`config.mk`:
```
export PLATFORM = sky130hd
export DESIGN_NAME = pcr_seq
export DESIGN_NICKNAME = d
export VERILOG_FILES = /design/src/sv/pcr_pkg.sv /design/src/sv/pcr_seq.sv
export SDC_FILE = /design/constraint.sdc
export NUM_CORES = 1
export LEC_CHECK = 0
export BUFFER_PORTS_ARGS = -buffer_cell sky130_fd_sc_hd__buf_2
export CAP_MARGIN = 0
export CORE_ASPECT_RATIO = 0.5
export CORE_UTILIZATION = 55
export CTS_BUF_LIST = sky130_fd_sc_hd__clkbuf_2 sky130_fd_sc_hd__clkbuf_4 sky130_fd_sc_hd__clkbuf_8
export CTS_CLUSTER_DIAMETER = 100
export DETAILED_ROUTE_END_ITERATION = 7
export PLACE_DENSITY_LB_ADDON = 0.12
export SYNTH_ARGS = -nofsm -noshare
export SYNTH_HDL_FRONTEND = slang
export SYNTH_SLANG_ARGS = --single-unit
```
`constraint.sdc`:
```
create_clock -name clock -period 4.5 [get_ports clock]
set_input_delay 0.225 -clock clock [delete_from_list [all_inputs] [get_ports clock]]
set_output_delay 0.225 -clock clock [all_outputs]
set_load 0.02 [all_outputs]
```
`src/sv/pcr_pkg.sv`:
```
`default_nettype none
// ----------------------------------------------------------------------------
// pcr_pkg
// Shared constants, types and brush table for the picture command rasterizer.
// ----------------------------------------------------------------------------
package pcr_pkg;

   localparam int PIC_COLS = 160;
   localparam int PIC_ROWS = 168;
   localparam int STORE_DEPTH = PIC_COLS * PIC_ROWS;
   localparam int ADDR_W = $clog2(STORE_DEPTH);
   localparam logic [7:0] MAXX = 8'(PIC_COLS - 1);
   localparam logic [7:0] MAXY = 8'(PIC_ROWS - 1);

   localparam logic [1:0] CMD_FEED    = 2'd0;
   localparam logic [1:0] CMD_CLEAR   = 2'd1;
   localparam logic [1:0] CMD_OVERLAY = 2'd2;
   localparam logic [1:0] CMD_READ    = 2'd3;

   localparam logic [7:0] CLEAR_VALUE = 8'h4F;
   localparam logic [7:0] LFSR_TAPS   = 8'hB8;
   localparam logic [7:0] OP_FIRST    = 8'hF0;

   localparam logic [7:0] OP_SET_VIS = 8'hF0;
   localparam logic [7:0] OP_OFF_VIS = 8'hF1;
   localparam logic [7:0] OP_SET_PRI = 8'hF2;
   localparam logic [7:0] OP_OFF_PRI = 8'hF3;
   localparam logic [7:0] OP_CRN_Y   = 8'hF4;
   localparam logic [7:0] OP_CRN_X   = 8'hF5;
   localparam logic [7:0] OP_ABS     = 8'hF6;
   localparam logic [7:0] OP_REL     = 8'hF7;
   localparam logic [7:0] OP_FILL    = 8'hF8;
   localparam logic [7:0] OP_PEN_SET = 8'hF9;
   localparam logic [7:0] OP_PEN     = 8'hFA;

   localparam logic [4:0] PH_OP = 5'd0, PH_END = 5'd1, PH_ARG_VIS = 5'd2,
      PH_ARG_PRI = 5'd3, PH_ARG_PEN = 5'd4, PH_CRN_X1 = 5'd5, PH_CRN_Y1 = 5'd6,
      PH_CRN_NEXT = 5'd7, PH_ABS_X1 = 5'd8, PH_ABS_Y1 = 5'd9, PH_ABS_X2 = 5'd10,
      PH_ABS_Y2 = 5'd11, PH_REL_X1 = 5'd12, PH_REL_Y1 = 5'd13, PH_REL_STEP = 5'd14,
      PH_FILL_X = 5'd15, PH_FILL_Y = 5'd16, PH_PEN_SEED = 5'd17, PH_PEN_X = 5'd18,
      PH_PEN_Y = 5'd19;

   typedef struct packed {
      logic [1:0] cmd;
      logic [7:0] data_byte;
      logic [7:0] read_x;
      logic [7:0] read_y;
   } req_type;

   typedef struct packed {
      logic [7:0] pixel_value;
      logic       picture_ended;
   } rsp_type;

   // one plot request from the sequencer to the pixel unit
   typedef struct packed {
      logic       valid;
      logic [7:0] x;
      logic [7:0] y;
   } plot_type;

   // brush row bits, MSB first; columns tested at bits 15-2k
   function automatic logic [15:0] brush_row(input logic [2:0] size,
                                             input logic [3:0] r);
      logic [15:0] v;
      v = 16'h0000;
      unique case (size)
         3'd0: v = (r == 4'd0) ? 16'h8000 : 16'h0000;
         3'd1: v = (r <= 4'd2) ? 16'hE000 : 16'h0000;
         3'd2: case (r)
               4'd0, 4'd4: v = 16'h7000;
               4'd1, 4'd2, 4'd3: v = 16'hF800;
               default: v = 16'h0000;
            endcase
         3'd3: case (r)
               4'd0, 4'd6: v = 16'h3800;
               4'd1, 4'd5: v = 16'h7C00;
               4'd2, 4'd3, 4'd4: v = 16'hFE00;
               default: v = 16'h0000;
            endcase
         3'd4: case (r)
               4'd0, 4'd8: v = 16'h1C00;
               4'd1, 4'd7: v = 16'h7F00;
               4'd2, 4'd3, 4'd4, 4'd5, 4'd6: v = 16'hFF80;
               default: v = 16'h0000;
            endcase
         3'd5: case (r)
               4'd0, 4'd10: v = 16'h0E00;
               4'd1, 4'd9: v = 16'h3F80;
               4'd2, 4'd3, 4'd7, 4'd8: v = 16'h7FC0;
               4'd4, 4'd5, 4'd6: v = 16'hFFE0;
               default: v = 16'h0000;
            endcase
         3'd6: case (r)
               4'd0, 4'd12: v = 16'h0F80;
               4'd1, 4'd11: v = 16'h3FE0;
               4'd2, 4'd3, 4'd9, 4'd10: v = 16'h7FF0;
               4'd4, 4'd5, 4'd6, 4'd7, 4'd8: v = 16'hFFF8;
               default: v = 16'h0000;
            endcase
         default: case (r)
               4'd0, 4'd14: v = 16'h07C0;
               4'd1, 4'd13: v = 16'h1FF0;
               4'd2, 4'd12: v = 16'h3FF8;
               4'd3, 4'd4, 4'd10, 4'd11: v = 16'h7FFC;
               4'd5, 4'd6, 4'd7, 4'd8, 4'd9: v = 16'hFFFE;
               default: v = 16'h0000;
            endcase
      endcase
      return v;
   endfunction

   function automatic logic [7:0] sat(input logic [7:0] v, input logic [7:0] m);
      return (v > m) ? m : v;
   endfunction

endpackage
`default_nettype wire

```
`src/sv/pcr_seq.sv`:
```
`default_nettype none
// ----------------------------------------------------------------------------
// pcr_seq
// Command parser and drawing sequencer: lines step one pixel per pass, the
// pen steps one brush cell per cycle; each plot waits on the pixel unit.
// ----------------------------------------------------------------------------
module pcr_seq (
   input  wire logic             clock,
   input  wire logic             reset,
   input  wire logic             go,
   input  wire pcr_pkg::req_type req,
   input  wire logic             px_busy,
   input  wire logic [7:0]       px_value,
   output pcr_pkg::plot_type     plot,
   output logic                  read_go,
   output logic                  clear_go,
   output logic [7:0]            mask,
   output logic [7:0]            colour,
   output logic                  done,
   output pcr_pkg::rsp_type      rsp
);
   import pcr_pkg::*;

   localparam logic [2:0] S_IDLE = 3'd0, S_LINE = 3'd1, S_PEN = 3'd2,
      S_WAIT = 3'd3, S_READ = 3'd4, S_DONE = 3'd5;

   logic [2:0] st_ff, st_in, ret_ff, ret_in;
   logic [4:0] ph_ff, ph_in;
   logic [7:0] col_ff, col_in, msk_ff, msk_in, cx_ff, cx_in, cy_ff, cy_in;
   logic [7:0] pen_ff, pen_in, seed_ff, seed_in, px_ff, px_in;
   logic       cyn_ff, cyn_in;
   // line walker
   logic [8:0] x_ff, x_in, y_ff, y_in, x2_ff, x2_in, y2_ff, y2_in;
   logic [8:0] dx_ff, dx_in, dy_ff, dy_in, wide_ff, wide_in, ax_ff, ax_in;
   logic [8:0] ay_ff, ay_in, n_ff, n_in;
   logic       sx_ff, sx_in, sy_ff, sy_in, str_ff, str_in, first_ff, first_in;
   // pen walker
   logic [8:0] bx_ff, bx_in, by_ff, by_in;
   logic [3:0] r_ff, r_in;
   logic [2:0] k_ff, k_in;
   logic [7:0] lfsr_ff, lfsr_in;
   logic       pv_ff, pv_in;
   logic [7:0] ppx_ff, ppx_in, ppy_ff, ppy_in;
   logic [7:0] out_ff, out_in;
   logic       go_ff, go_in;

   logic [7:0] b, sx8, sy8, relx, rely, lfsr_nx;
   logic [2:0] size;
   logic [3:0] s2;
   logic [8:0] ptx, pty, ax_s, ay_s;
   logic [15:0] row;
   logic        cell_on;

   always_comb begin
      b    = req.data_byte;
      size = pen_ff[2:0];
      s2   = {size, 1'b0};
      row  = brush_row(size, r_ff);
      cell_on = pen_ff[4] | row[4'(15 - 2 * int'(k_ff))];
      lfsr_nx = (lfsr_ff >> 1) ^ (lfsr_ff[0] ? LFSR_TAPS : 8'h00);
      relx = b[7] ? (cx_ff - {5'd0, b[6:4]}) : (cx_ff + {5'd0, b[6:4]});
      rely = b[3] ? (cy_ff - {5'd0, b[2:0]}) : (cy_ff + {5'd0, b[2:0]});
      sx8  = sat(b, MAXX);
      sy8  = sat(b, MAXY);
      ax_s = ax_ff + dx_ff;
      ay_s = ay_ff + dy_ff;
      ptx  = '0;
      pty  = '0;

      st_in = st_ff; ret_in = ret_ff; ph_in = ph_ff; col_in = col_ff;
      msk_in = msk_ff; cx_in = cx_ff; cy_in = cy_ff; pen_in = pen_ff;
      seed_in = seed_ff; px_in = px_ff; cyn_in = cyn_ff;
      x_in = x_ff; y_in = y_ff; x2_in = x2_ff; y2_in = y2_ff; dx_in = dx_ff;
      dy_in = dy_ff; wide_in = wide_ff; ax_in = ax_ff; ay_in = ay_ff;
      n_in = n_ff; sx_in = sx_ff; sy_in = sy_ff; str_in = str_ff;
      first_in = first_ff; bx_in = bx_ff; by_in = by_ff; r_in = r_ff;
      k_in = k_ff; lfsr_in = lfsr_ff; pv_in = 1'b0; ppx_in = ppx_ff;
      ppy_in = ppy_ff; out_in = out_ff; go_in = 1'b0;
      clear_go = 1'b0;

      unique case (st_ff)
         S_IDLE: begin
            if (go) begin
               out_in = 8'h00;
               st_in  = S_DONE;
               unique case (req.cmd)
                  CMD_CLEAR, CMD_OVERLAY: begin
                     col_in = 8'hFF; msk_in = '0; cx_in = '0; cy_in = '0;
                     pen_in = '0; seed_in = '0; ph_in = PH_OP; px_in = '0;
                     cyn_in = 1'b0;
                     if (req.cmd == CMD_CLEAR) begin
                        clear_go = 1'b1;
                        st_in    = S_WAIT;
                        ret_in   = S_DONE;
                     end
                  end
                  CMD_READ: begin
                     if (req.read_x < 8'(PIC_COLS) && req.read_y < 8'(PIC_ROWS)) begin
                        ppx_in = req.read_x;
                        ppy_in = req.read_y;
                        go_in  = 1'b1;
                        st_in  = S_READ;
                     end
                  end
                  default: begin
                     // decode the byte; line draws load the walker
                     if (ph_ff == PH_END) begin
                     end else if (ph_ff == PH_OP ||
                                  (ph_ff >= PH_CRN_X1 && b >= OP_FIRST)) begin
                        unique case (b)
                           OP_SET_VIS: ph_in = PH_ARG_VIS;
                           OP_OFF_VIS: begin
                              msk_in = msk_ff & 8'hF0; col_in = col_ff | 8'h0F;
                              ph_in = PH_OP;
                           end
                           OP_SET_PRI: ph_in = PH_ARG_PRI;
                           OP_OFF_PRI: begin
                              msk_in = msk_ff & 8'h0F; col_in = col_ff | 8'hF0;
                              ph_in = PH_OP;
                           end
                           OP_CRN_Y: begin cyn_in = 1'b1; ph_in = PH_CRN_X1; end
                           OP_CRN_X: begin cyn_in = 1'b0; ph_in = PH_CRN_X1; end
                           OP_ABS: ph_in = PH_ABS_X1;
                           OP_REL: ph_in = PH_REL_X1;
                           OP_FILL: ph_in = PH_FILL_X;
                           OP_PEN_SET: ph_in = PH_ARG_PEN;
                           OP_PEN: ph_in = pen_ff[5] ? PH_PEN_SEED : PH_PEN_X;
                           default: ph_in = PH_END;
                        endcase
                     end else begin
                        unique case (ph_ff)
                           PH_ARG_VIS: begin
                              msk_in = msk_ff | 8'h0F;
                              col_in = {col_ff[7:4], b[3:0]}; ph_in = PH_OP;
                           end
                           PH_ARG_PRI: begin
                              msk_in = msk_ff | 8'hF0;
                              col_in = {b[3:0], col_ff[3:0]}; ph_in = PH_OP;
                           end
                           PH_ARG_PEN: begin pen_in = b; ph_in = PH_OP; end
                           PH_CRN_X1, PH_ABS_X1, PH_REL_X1, PH_FILL_X, PH_PEN_X,
                           PH_ABS_X2: begin
                              px_in = sx8; ph_in = ph_ff + 5'd1;
                           end
                           PH_CRN_Y1, PH_ABS_Y1, PH_REL_Y1: begin
                              cx_in = px_ff; cy_in = sy8; ph_in = ph_ff + 5'd1;
                              x2_in = {1'b0, px_ff}; y2_in = {1'b0, sy8};
                              x_in = {1'b0, px_ff}; y_in = {1'b0, sy8};
                              str_in = 1'b1; first_in = 1'b1; st_in = S_LINE;
                           end
                           PH_CRN_NEXT, PH_ABS_Y2, PH_REL_STEP: begin
                              x_in = {1'b0, cx_ff}; y_in = {1'b0, cy_ff};
                              if (ph_ff == PH_CRN_NEXT) begin
                                 x2_in = {1'b0, cyn_ff ? cx_ff : sx8};
                                 y2_in = {1'b0, cyn_ff ? sy8 : cy_ff};
                                 cyn_in = ~cyn_ff;
                              end else if (ph_ff == PH_ABS_Y2) begin
                                 x2_in = {1'b0, px_ff}; y2_in = {1'b0, sy8};
                                 ph_in = PH_ABS_X2;
                              end else begin
                                 x2_in = {1'b0, sat(relx, MAXX)};
                                 y2_in = {1'b0, sat(rely, MAXY)};
                              end
                              first_in = 1'b1; str_in = 1'b0; st_in = S_LINE;
                           end
                           PH_FILL_Y: begin
                              cx_in = px_ff; cy_in = sy8; ph_in = PH_FILL_X;
                           end
                           PH_PEN_SEED: begin seed_in = b; ph_in = PH_PEN_X; end
                           PH_PEN_Y: begin
                              ptx = 9'({px_ff, 1'b0}) - 9'(size);
                              if ({px_ff, 1'b0} < 9'(size)) ptx = '0;
                              if (ptx > 9'(2 * PIC_COLS) - 9'(s2))
                                 ptx = 9'(2 * PIC_COLS) - 9'(s2);
                              pty = {1'b0, sy8} - 9'(size);
                              if (sy8 < 8'(size)) pty = '0;
                              if (pty > 9'(MAXY) - 9'(s2)) pty = 9'(MAXY) - 9'(s2);
                              bx_in = ptx >> 1; by_in = pty;
                              r_in = '0; k_in = '0; lfsr_in = seed_ff | 8'h01;
                              ph_in = pen_ff[5] ? PH_PEN_SEED : PH_PEN_X;
                              st_in = S_PEN;
                           end
                           default: ph_in = PH_END;
                        endcase
                     end
                  end
               endcase
            end
         end
         S_LINE: begin
            ret_in = S_LINE;
            st_in  = S_WAIT;
            if (first_ff) begin
               // setup pass: directions and magnitudes
               first_in = 1'b0;
               sx_in = x2_ff < x_ff; sy_in = y2_ff < y_ff;
               dx_in = (x2_ff < x_ff) ? x_ff - x2_ff : x2_ff - x_ff;
               dy_in = (y2_ff < y_ff) ? y_ff - y2_ff : y2_ff - y_ff;
               cx_in = x2_ff[7:0]; cy_in = y2_ff[7:0];
               if (str_ff) begin
                  // single point plot
                  pv_in = 1'b1; ppx_in = x_ff[7:0]; ppy_in = y_ff[7:0];
                  ret_in = S_DONE;
               end else begin
                  st_in = S_LINE;
                  if (x2_ff == x_ff || y2_ff == y_ff) begin
                     str_in = 1'b1; n_in = '0;
                  end else if (((x2_ff < x_ff) ? x_ff - x2_ff : x2_ff - x_ff) <
                               ((y2_ff < y_ff) ? y_ff - y2_ff : y2_ff - y_ff)) begin
                     wide_in = (y2_ff < y_ff) ? y_ff - y2_ff : y2_ff - y_ff;
                     ax_in = wide_in >> 1; ay_in = '0; n_in = wide_in;
                  end else begin
                     wide_in = (x2_ff < x_ff) ? x_ff - x2_ff : x2_ff - x_ff;
                     ay_in = wide_in >> 1; ax_in = '0; n_in = wide_in;
                  end
               end
            end else if (str_ff) begin
               // axis line: plot, then step unless at end
               pv_in = 1'b1; ppx_in = x_ff[7:0]; ppy_in = y_ff[7:0];
               if (x_ff == x2_ff && y_ff == y2_ff) begin
                  ret_in = S_DONE;
               end else begin
                  if (dx_ff != '0) x_in = sx_ff ? x_ff - 9'd1 : x_ff + 9'd1;
                  if (dy_ff != '0) y_in = sy_ff ? y_ff - 9'd1 : y_ff + 9'd1;
               end
            end else begin
               if (ax_s >= wide_ff) begin
                  ax_in = ax_s - wide_ff; x_in = sx_ff ? x_ff - 9'd1 : x_ff + 9'd1;
               end else ax_in = ax_s;
               if (ay_s >= wide_ff) begin
                  ay_in = ay_s - wide_ff; y_in = sy_ff ? y_ff - 9'd1 : y_ff + 9'd1;
               end else ay_in = ay_s;
               pv_in = 1'b1; ppx_in = x_in[7:0]; ppy_in = y_in[7:0];
               n_in = n_ff - 9'd1;
               if (n_ff == 9'd1) ret_in = S_DONE;
            end
         end
         S_PEN: begin
            if (k_ff == size) begin
               k_in = '0; r_in = r_ff + 4'd1;
            end else begin
               k_in = k_ff + 3'd1;
            end
            if (cell_on) begin
               if (pen_ff[5]) lfsr_in = lfsr_nx;
               if (!pen_ff[5] || lfsr_nx[1:0] == 2'b01) begin
                  ppx_in = 8'(bx_ff + 9'(k_ff));
                  ppy_in = 8'(by_ff + 9'(r_ff));
                  pv_in = (bx_ff + 9'(k_ff)) < 9'(PIC_COLS);
               end
            end
            if (k_ff == size && r_ff == s2) begin
               st_in = pv_in ? S_WAIT : S_DONE;
               ret_in = S_DONE;
            end else if (pv_in) begin
               st_in = S_WAIT; ret_in = S_PEN;
            end
         end
         S_WAIT: begin
            if (!px_busy && !pv_ff && !go_ff) st_in = ret_ff;
         end
         S_READ: begin
            ret_in = S_READ;
            if (!px_busy && !go_ff && !pv_ff) begin
               out_in = px_value; st_in = S_DONE;
            end
         end
         S_DONE: st_in = S_IDLE;
         default: st_in = S_IDLE;
      endcase
   end

   always_ff @(posedge clock) begin
      if (reset) begin
         st_ff <= S_IDLE; ret_ff <= S_IDLE; ph_ff <= PH_OP; col_ff <= 8'hFF;
         msk_ff <= '0; cx_ff <= '0; cy_ff <= '0; pen_ff <= '0; seed_ff <= '0;
         px_ff <= '0; cyn_ff <= 1'b0; pv_ff <= 1'b0; go_ff <= 1'b0;
         first_ff <= 1'b0; str_ff <= 1'b0;
      end else begin
         st_ff <= st_in; ret_ff <= ret_in; ph_ff <= ph_in; col_ff <= col_in;
         msk_ff <= msk_in; cx_ff <= cx_in; cy_ff <= cy_in; pen_ff <= pen_in;
         seed_ff <= seed_in; px_ff <= px_in; cyn_ff <= cyn_in; pv_ff <= pv_in;
         go_ff <= go_in; first_ff <= first_in; str_ff <= str_in;
      end
   end

   always_ff @(posedge clock) begin
      x_ff <= x_in; y_ff <= y_in; x2_ff <= x2_in; y2_ff <= y2_in;
      dx_ff <= dx_in; dy_ff <= dy_in; wide_ff <= wide_in; ax_ff <= ax_in;
      ay_ff <= ay_in; n_ff <= n_in; sx_ff <= sx_in; sy_ff <= sy_in;
      bx_ff <= bx_in; by_ff <= by_in; r_ff <= r_in; k_ff <= k_in;
      lfsr_ff <= lfsr_in; ppx_ff <= ppx_in; ppy_ff <= ppy_in; out_ff <= out_in;
   end

   assign plot.valid = pv_ff;
   assign plot.x     = ppx_ff;
   assign plot.y     = ppy_ff;
   assign mask       = msk_ff;
   assign colour     = col_ff;
   assign done       = (st_ff == S_DONE);
   assign rsp.pixel_value   = out_ff;
   assign rsp.picture_ended = (ph_ff == PH_END);
   // read uses the plot address path with the write suppressed
   assign read_go = go_ff;
endmodule
`default_nettype wire

```
-- Word-level counts from Yosys, hierarchy flattened
Memory sizes are Yosys's and may differ from the RTL's. A register that Yosys moved wholly into a read port is not among the register bits.
Index checks and enable logic that the tools add are counted.
- register bits: 217
- output and inout port bits: 45
- memories kept: 4
- input port bits: 38
- ROM bits: 768
- logic and storage cells: 510
- memory list (memory ; words ; bits a word ; read ports ; clocked after memory_dff ; write ports ; line ; source):
    (name not given) ; 16 ; 15 ; 1 ; 1 ; 0 ; pcr_pkg.sv:101 ; default: case (r)
    (name not given) ; 16 ; 13 ; 1 ; 1 ; 0 ; pcr_pkg.sv:94 ; 3'd6: case (r)
    (name not given) ; 16 ; 11 ; 1 ; 1 ; 0 ; pcr_pkg.sv:87 ; 3'd5: case (r)
    (name not given) ; 16 ; 9 ; 1 ; 1 ; 0 ; pcr_pkg.sv:81 ; 3'd4: case (r)
- equal/unequal tests: 100
- bitwise gates (word level): 11
- $lt $le $gt $ge: 20
- $add $sub $neg: 27
- reduce and logical (&&, ||, !) cells: 78
- multiplexer cells: 231
- operators with widths (kind ; number):
    $mux W8 ; 61
    $mux W9 ; 52
    $pmux W8 S2 ; 14
    $pmux W16 S7 ; 1
    $pmux W9 S2 ; 6
    $eq A8 B8 Y1 const B ; 11
    $mux W3 ; 25
    $sub A9 B9 Y9 ; 6
    $pmux W16 S3 ; 1
    $pmux W8 S3 ; 2
    $reduce_and A6 Y1 ; 8
    $ne A3 B3 Y1 const B ; 15
    $pmux W5 S9 ; 1
    $eq A5 B4 Y1 const B ; 8
    $mux W4 ; 10
    $ne A2 B2 Y1 const B ; 20
    $eq A9 B9 Y1 ; 4
    $reduce_and A7 Y1 ; 5
    $gt A8 B8 Y1 const B ; 4
    $mux W16 ; 2
    $pmux W16 S2 ; 1
    $pmux W5 S6 ; 1
    $mux W1 ; 29
    $lt A9 B9 Y1 ; 3
    80 further kinds ; 177

-- Depth between registers and ports, before layout
- word-level depth: 13
- depth in mapped cells: 23

-- Worst setup path before layout
No wires, ideal clock.
- path kind: reg2reg
- from: register pen_ff[2]
- to: register ppx_ff[0], enable pin
- cell stages (with the launch flop): 12
- period minus slack after synthesis: 4.876 ns
- path slack: -0.376 ns
- arrival: 4.440 ns
- data required time: 4.064 ns
- buffers on the path: 1
- path through: dfxtp_1 > clkbuf_1 > inv_1 > ha_1 > nor4_1 > nand3_1 > nand4_1 > a21oi_1 > o311a_1 > a21oi_1 > nor2_1 > nor4b_1
- longest elaborated chain between the ends: 8
- elaborated cells between the ends (all ways): 14
- those cells by class: 7 x eq/ne; 4 x mux; 1 x bitwise; 2 x reduce/logical
- RTL lines (item ; line ; source):
    start, declared ; pcr_seq.sv:30 ; logic [7:0] pen_ff, pen_in, seed_ff, seed_in, px_ff, px_in;
    start signal, assigned ; pcr_seq.sv:281 ; msk_ff <= msk_in; cx_ff <= cx_in; cy_ff <= cy_in; pen_ff <= pen_in;
    $eq A3 B3 Y1, or another cell as far along ; pcr_pkg.sv:67 ; unique case (size)
    $pmux W16 S7 * ; pcr_pkg.sv:67 ;
    $bmux W1 S4 * ; pcr_seq.sv:59 ; cell_on = pen_ff[4] | row[4'(15 - 2 * int'(k_ff))];
    $mux W1 (not written as such) * (2 in series) ; pcr_seq.sv:59 ;
    $or A1 B1 Y1 * ; pcr_seq.sv:59 ;
    $ne A2 B2 Y1 (no line) * ; - ;
    $reduce_and A7 Y1 (no line) * ; - ;
    end signal, assigned ; pcr_seq.sv:292 ; lfsr_ff <= lfsr_in; ppx_ff <= ppx_in; ppy_ff <= ppy_in; out_ff <= out_in;
    end, declared ; pcr_seq.sv:43 ; logic [7:0] ppx_ff, ppx_in, ppy_ff, ppy_in;
Every way passes the cells marked *; elsewhere a longest branch is shown, timed or not. The select of a mux whose other input is x is not followed.
A chain may end at the register's enable or synchronous reset.

-- Final worst setup path
- from: register y_ff[6]
- to: register n_ff[7] (data pin)
- longest elaborated chain between the ends: 7
- elaborated cells between the ends (all ways): 11
- those cells by class: 2 x add/sub; 2 x order compare; 1 x eq/ne; 5 x mux; 1 x reduce/logical
- RTL lines (item ; line ; source):
    start, declared ; pcr_seq.sv:33 ; logic [8:0] x_ff, x_in, y_ff, y_in, x2_ff, x2_in, y2_ff, y2_in;
    start signal, assigned ; pcr_seq.sv:288 ; x_ff <= x_in; y_ff <= y_in; x2_ff <= x2_in; y2_ff <= y2_in;
    $sub A9 B9 Y9 / $lt A9 B9 Y1 (equally long branches) ; pcr_seq.sv:209, pcr_seq.sv:210 ;
    $mux W9 ; pcr_seq.sv:209, pcr_seq.sv:210 ;
    $lt A9 B9 Y1 ; pcr_seq.sv:208 ; end else if (((x2_ff < x_ff) ? x_ff - x2_ff : x2_ff - x_ff) <
    $mux W9 ; pcr_seq.sv:208 ;
    $mux W9 * ; pcr_seq.sv:206 ; if (x2_ff == x_ff || y2_ff == y_ff) begin
    $mux W9 * ; pcr_seq.sv:200 ; if (str_ff) begin
    $mux W9 * ; pcr_seq.sv:193 ; if (first_ff) begin
    end signal, assigned ; pcr_seq.sv:290 ; ay_ff <= ay_in; n_ff <= n_in; sx_ff <= sx_in; sy_ff <= sy_in;
    end, declared ; pcr_seq.sv:35 ; logic [8:0] ay_ff, ay_in, n_ff, n_in;
Marked as above.

==> results.json <==
{
  "finalMaxSlewViolations": 0,
  "post_synthesis_mean_instance_area_um2": 8.697,
  "critical_path_required_ns": 4.90,
  "sw_frac_of_total_pct": 45.15,
  "worst_setup_path_start_kind": "flip-flop",
  "pin_count": 83,
  "port_buffers": 82,
  "clock_latency_of_the_later_clocked_register_in_the_worst_skew_pair_ns": 0.57,
  "cap_viol_max_count": 0,
  "cts.sink_count": 220,
  "synth_top_cell_by_area": "sky130_fd_sc_hd__edfxtp_1",
  "crit_path_cell_trace": "inv_2, ha_4, and3_1, a22o_4, a211oi_4, mux2_4, a211o_4, a311oi_4, xnor2_2, inv_1, ha_1, a211oi_2, o21ai_1, a21o_1, or4_1, a32oi_1",
  "cellLeakagePower_uw": 0.008553,
  "final_util_pct": 63.72,
  "crit_path_top_delay_cell": "sky130_fd_sc_hd__or4_1",
  "power.share.combinational_pct": 61.5,
  "min_from": "req[12]",
  "slew_headroom_pct": 27.82,
  "fmaxAchievable_mhz": 228.0,
  "pin_count_of_the_biggest_net_entering_global_routing": 45,
  "switchingPower_uw": 5994,
  "seq_power_share_pct": 24.3,
  "min_to": "ppx_ff[4]",
  "drc": 0,
  "hold_path_class": "input pin to flip-flop",
  "die_width_um": 256.1,
  "power.share.clock_pct": 14.2,
  "avgViaCountPerCell": 6.105,
  "synth-async-reset-ratio_pct": 0,
  "syn-instance-count": 2041,
  "post_route_cells_drive_above_1_share_pct": 14.63,
  "hold_path_depth": 3,
  "gr-total-overflow": 0,
  "worstReg2RegEnd": "n_ff[7]",
  "cts.path.max_buffers": 3,
  "finish.instance_area_mm2": 0.02021,
  "die_h_um": 129.0,
  "grtUsageTotal_pct": 31.78,
  "wl_um": 52770,
  "detailed_place.area_mm2": 0.01912,
  "synth.ff_latch_count": 220,
  "route.detailed.wl_per_inst_um": 19.94,
  "cts_buffers": 35,
  "post_synthesis_to_final_layout_area_growth_pct": 13.84,
  "finalSetupViolCount": 0,
  "detailroute.via_count": 16159,
  "wl_met1_um": 24070,
  "met3_length_um": 4821,
  "crit_path_max_fanout": 4,
  "slack_of_the_worst_reg_to_reg_path_ns": 0.11,
  "number_of_levels_the_h_tree_was_split_into": 2,
  "synth_top_cell_area_share_pct": 24.53,
  "synthFlopType": "sky130_fd_sc_hd__edfxtp_1",
  "worstRegToRegCells": 16,
  "dr.first_iter.drc_count": 1469,
  "criticalPathCategory": "flip-flop to flip-flop",
  "maximum_single_stage_delay_on_the_critical_path_ns": 0.48,
  "grt_pass1_wl_um": 82350,
  "syn-cell-area_mm2": 0.01775,
  "dr.max_layer_used": "met4",
  "detail_route.first_pass.iterations": 6,
  "max-vdd-ir-drop_uv": 302.0,
  "clkSlewWorstSetupHoldPaths_ns": 0.07,
  "grt_antenna_before_repair": 1,
  "coreArea_mm2": 0.03171,
  "fraction_of_the_yosys_area_taken_by_sequential_cells_pct": 32.99,
  "final_period_minus_worst_setup_slack_ns": 4.386,
  "synth.yosys.warnings": 0,
  "synth_edf_count": 145,
  "gp_congestion": 0.9719,
  "power.internal_uw": 7283,
  "timing_hold_violations_final": 0,
  "power-per-cell-area_mw_per_mm2": 657.0,
  "mappedNetlistNets": 2253,
  "initial_utilization_pct": 55.97,
  "layout.nets": 2400,
  "arrival_time_reported_for_the_critical_path_endpoint_ns": 4.79,
  "period_utilization_pct": 97.48,
  "grt_pass1_vias": 15065,
  "timing.critical_path.to_type": "flip-flop",
  "row_count": 46,
  "final_antenna_net_count": 0,
  "synthDistinctLibCells": 88,
  "dieArea_mm2": 0.03304,
  "post-dp-hpwl_um": 39640,
  "outcome": "finished, final reports clean",
  "regToRegStartpoint": "y_ff[6]",
  "met2WireLength_um": 22100,
  "netlist_top_cells_count": "sky130_fd_sc_hd__nor2_1, sky130_fd_sc_hd__nand2_1, sky130_fd_sc_hd__a21oi_1",
  "worst_pin_slew_ns": 1.069,
  "synth_area_leaders": "sky130_fd_sc_hd__edfxtp_1, sky130_fd_sc_hd__ha_1, sky130_fd_sc_hd__dfxtp_1, sky130_fd_sc_hd__a21oi_1, sky130_fd_sc_hd__nor2_1",
  "design_power_total_uw": 13280,
  "synth.most_common_cell": "sky130_fd_sc_hd__nor2_1",
  "ctsRootBufferMaster": "sky130_fd_sc_hd__clkbuf_8",
  "fin_worst_skew_ns": 0.03751,
  "tritoncts": "yes"
}
-- repair_timing --
item | CTS | global route
resized for setup | 0 | 28
hold buffers | 16 | 0
endpoints found under the hold margin | 16 | 0
setup endpoints to repair | 0 | 38
setup buffers | 0 | 6
-- layout by cell type (no fill, tap or decap), types with 15 or more instances in the layout --
| cell type | netlist | final |
|---|---|---|
| sky130_fd_sc_hd__xnor2_1 | 67 | 66 |
| sky130_fd_sc_hd__a31oi_1 | 19 | 19 |
| sky130_fd_sc_hd__dfxtp_1 | 75 | 75 |
| sky130_fd_sc_hd__mux2_2 | 18 | 18 |
| sky130_fd_sc_hd__inv_1 | 147 | 145 |
| sky130_fd_sc_hd__nand2_1 | 170 | 170 |
| sky130_fd_sc_hd__dlygate4sd3_1 | 0 | 16 |
| sky130_fd_sc_hd__nor2b_1 | 30 | 30 |
| sky130_fd_sc_hd__clkbuf_8 | 0 | 40 |
| sky130_fd_sc_hd__a211oi_1 | 36 | 33 |
| sky130_fd_sc_hd__nand3_1 | 38 | 38 |
| sky130_fd_sc_hd__buf_2 | 9 | 83 |
| sky130_fd_sc_hd__nor2_1 | 180 | 177 |
| sky130_fd_sc_hd__ha_1 | 158 | 153 |
| sky130_fd_sc_hd__o21bai_1 | 18 | 18 |
| sky130_fd_sc_hd__o21ai_0 | 116 | 114 |
| sky130_fd_sc_hd__a21oi_1 | 165 | 162 |
| sky130_fd_sc_hd__o21a_1 | 16 | 16 |
| sky130_fd_sc_hd__and2_1 | 18 | 18 |
| sky130_fd_sc_hd__fa_1 | 16 | 16 |
| sky130_fd_sc_hd__nand2b_1 | 15 | 15 |
| sky130_fd_sc_hd__a21boi_0 | 19 | 17 |
| sky130_fd_sc_hd__buf_4 | 7 | 112 |
| sky130_fd_sc_hd__mux2i_1 | 64 | 62 |
| sky130_fd_sc_hd__nor3_1 | 51 | 50 |
| sky130_fd_sc_hd__a21o_1 | 34 | 34 |
| sky130_fd_sc_hd__and3_1 | 33 | 33 |
| sky130_fd_sc_hd__edfxtp_1 | 145 | 145 |
| sky130_fd_sc_hd__xor2_1 | 38 | 37 |
| sky130_fd_sc_hd__a22oi_1 | 22 | 22 |
| sky130_fd_sc_hd__o22ai_1 | 23 | 23 |
| sky130_fd_sc_hd__nor3b_1 | 17 | 16 |
-- power by group through the flow --
| stage | clock network, uW | logic (uW) | registers (uW) |
|---|---|---|---|
| after CTS | 1910 | 7800 | 3220 |
| after global placement | 0 | 7660 | 3250 |
| after floorplan | 0 | 5400 | 3290 |
| final | 1880 | 8170 | 3230 |
| after detailed placement | 0 | 7750 | 3260 |
| after global routing | 1990 | 8970 | 3280 |
-- metal layers --
metal | GRT usage, % | vias up
met5 | 0 | -
met4 | 11.41 | 0
met3 | 7.707 | 123
met2 | 48.21 | 675
met1 | 44.32 | 7645
li1 | - | 7716
-- area by class of cell --
type	instances	area, um2
fillers	2692	11500
diodes	1	2.502
multi-input cells	1571	11080
inverters	147	551.8
repair buffers	213	1439
clock inverters	12	103.9
flip-flops and latches	220	5856
well taps	432	540.5
clock buffers	51	633.1
-- critical path, delay by kind of cell (launching register included) --
kind | cells | cell delay, ns
xor+xnor | 1 | 0.16
buf+inv | 2 | 0.17
flops | 1 | 0.41
compound gates | 8 | 2.05
simple gates | 2 | 0.68
mux | 1 | 0.34
fa+ha+maj | 2 | 0.42
-- how the worst max path moves through the flow --
stage | from | end | slack (ns) | cells after the start
3_5_place_dp | req[20] | by_ff[5] | 0.08 | 23
4_1_cts | y_ff[6] | n_ff[7] | 0.11 | 16
6_report | y_ff[6] | n_ff[7] | 0.11 | 16
5_1_grt | y2_ff[7] | n_ff[7] | -0.04 | 16
3_3_place_gp | req[20] | by_ff[4] | 0.15 | 23
2_1_floorplan | y_ff[4] | n_ff[1] | -0.006 | 18
-- flip-flops by register name, summed over array words and instances (netlist names), 9 cells and up, named ones only --
register / count
ay_ff: 9
y_ff: 9
wide_ff: 9
ax_ff: 9
x_ff: 9
n_ff: 9
dy_ff: 9
dx_ff: 9
-- kinds of logic (layout without fill, tap and decap cells) --
logic type	Yosys count	count (layout)	synth area share, %
AOI/OAI and AO/OA	579	579	21.15
xor gates and xnor gates	106	106	5.308
adders and majority gates	174	174	12.94
buffers and inverters	250	423	5.646
DFF	220	220	32.99
muxes	84	84	4.899
other	0	1	0
and+or+nand+nor	628	628	17.07
-- stage by stage --
stage / hold WS, ns / setup WS [ns] / std cells / setup TNS [ns]
2_1_floorplan: 0.4194 / -0.005785 / 2041 / -0.005785
3_3_place_gp: 0.4444 / 0.1494 / 2560 / 0
3_5_place_dp: 0.4482 / 0.07678 / 2560 / 0
4_1_cts: 0.007571 / 0.1111 / 2639 / 0
5_1_grt: 0.03691 / -0.03845 / 2647 / -0.05945
6_report: 0.03334 / 0.1135 / 2647 / 0
Note: power is estimated with default switching activity, not from simulation.
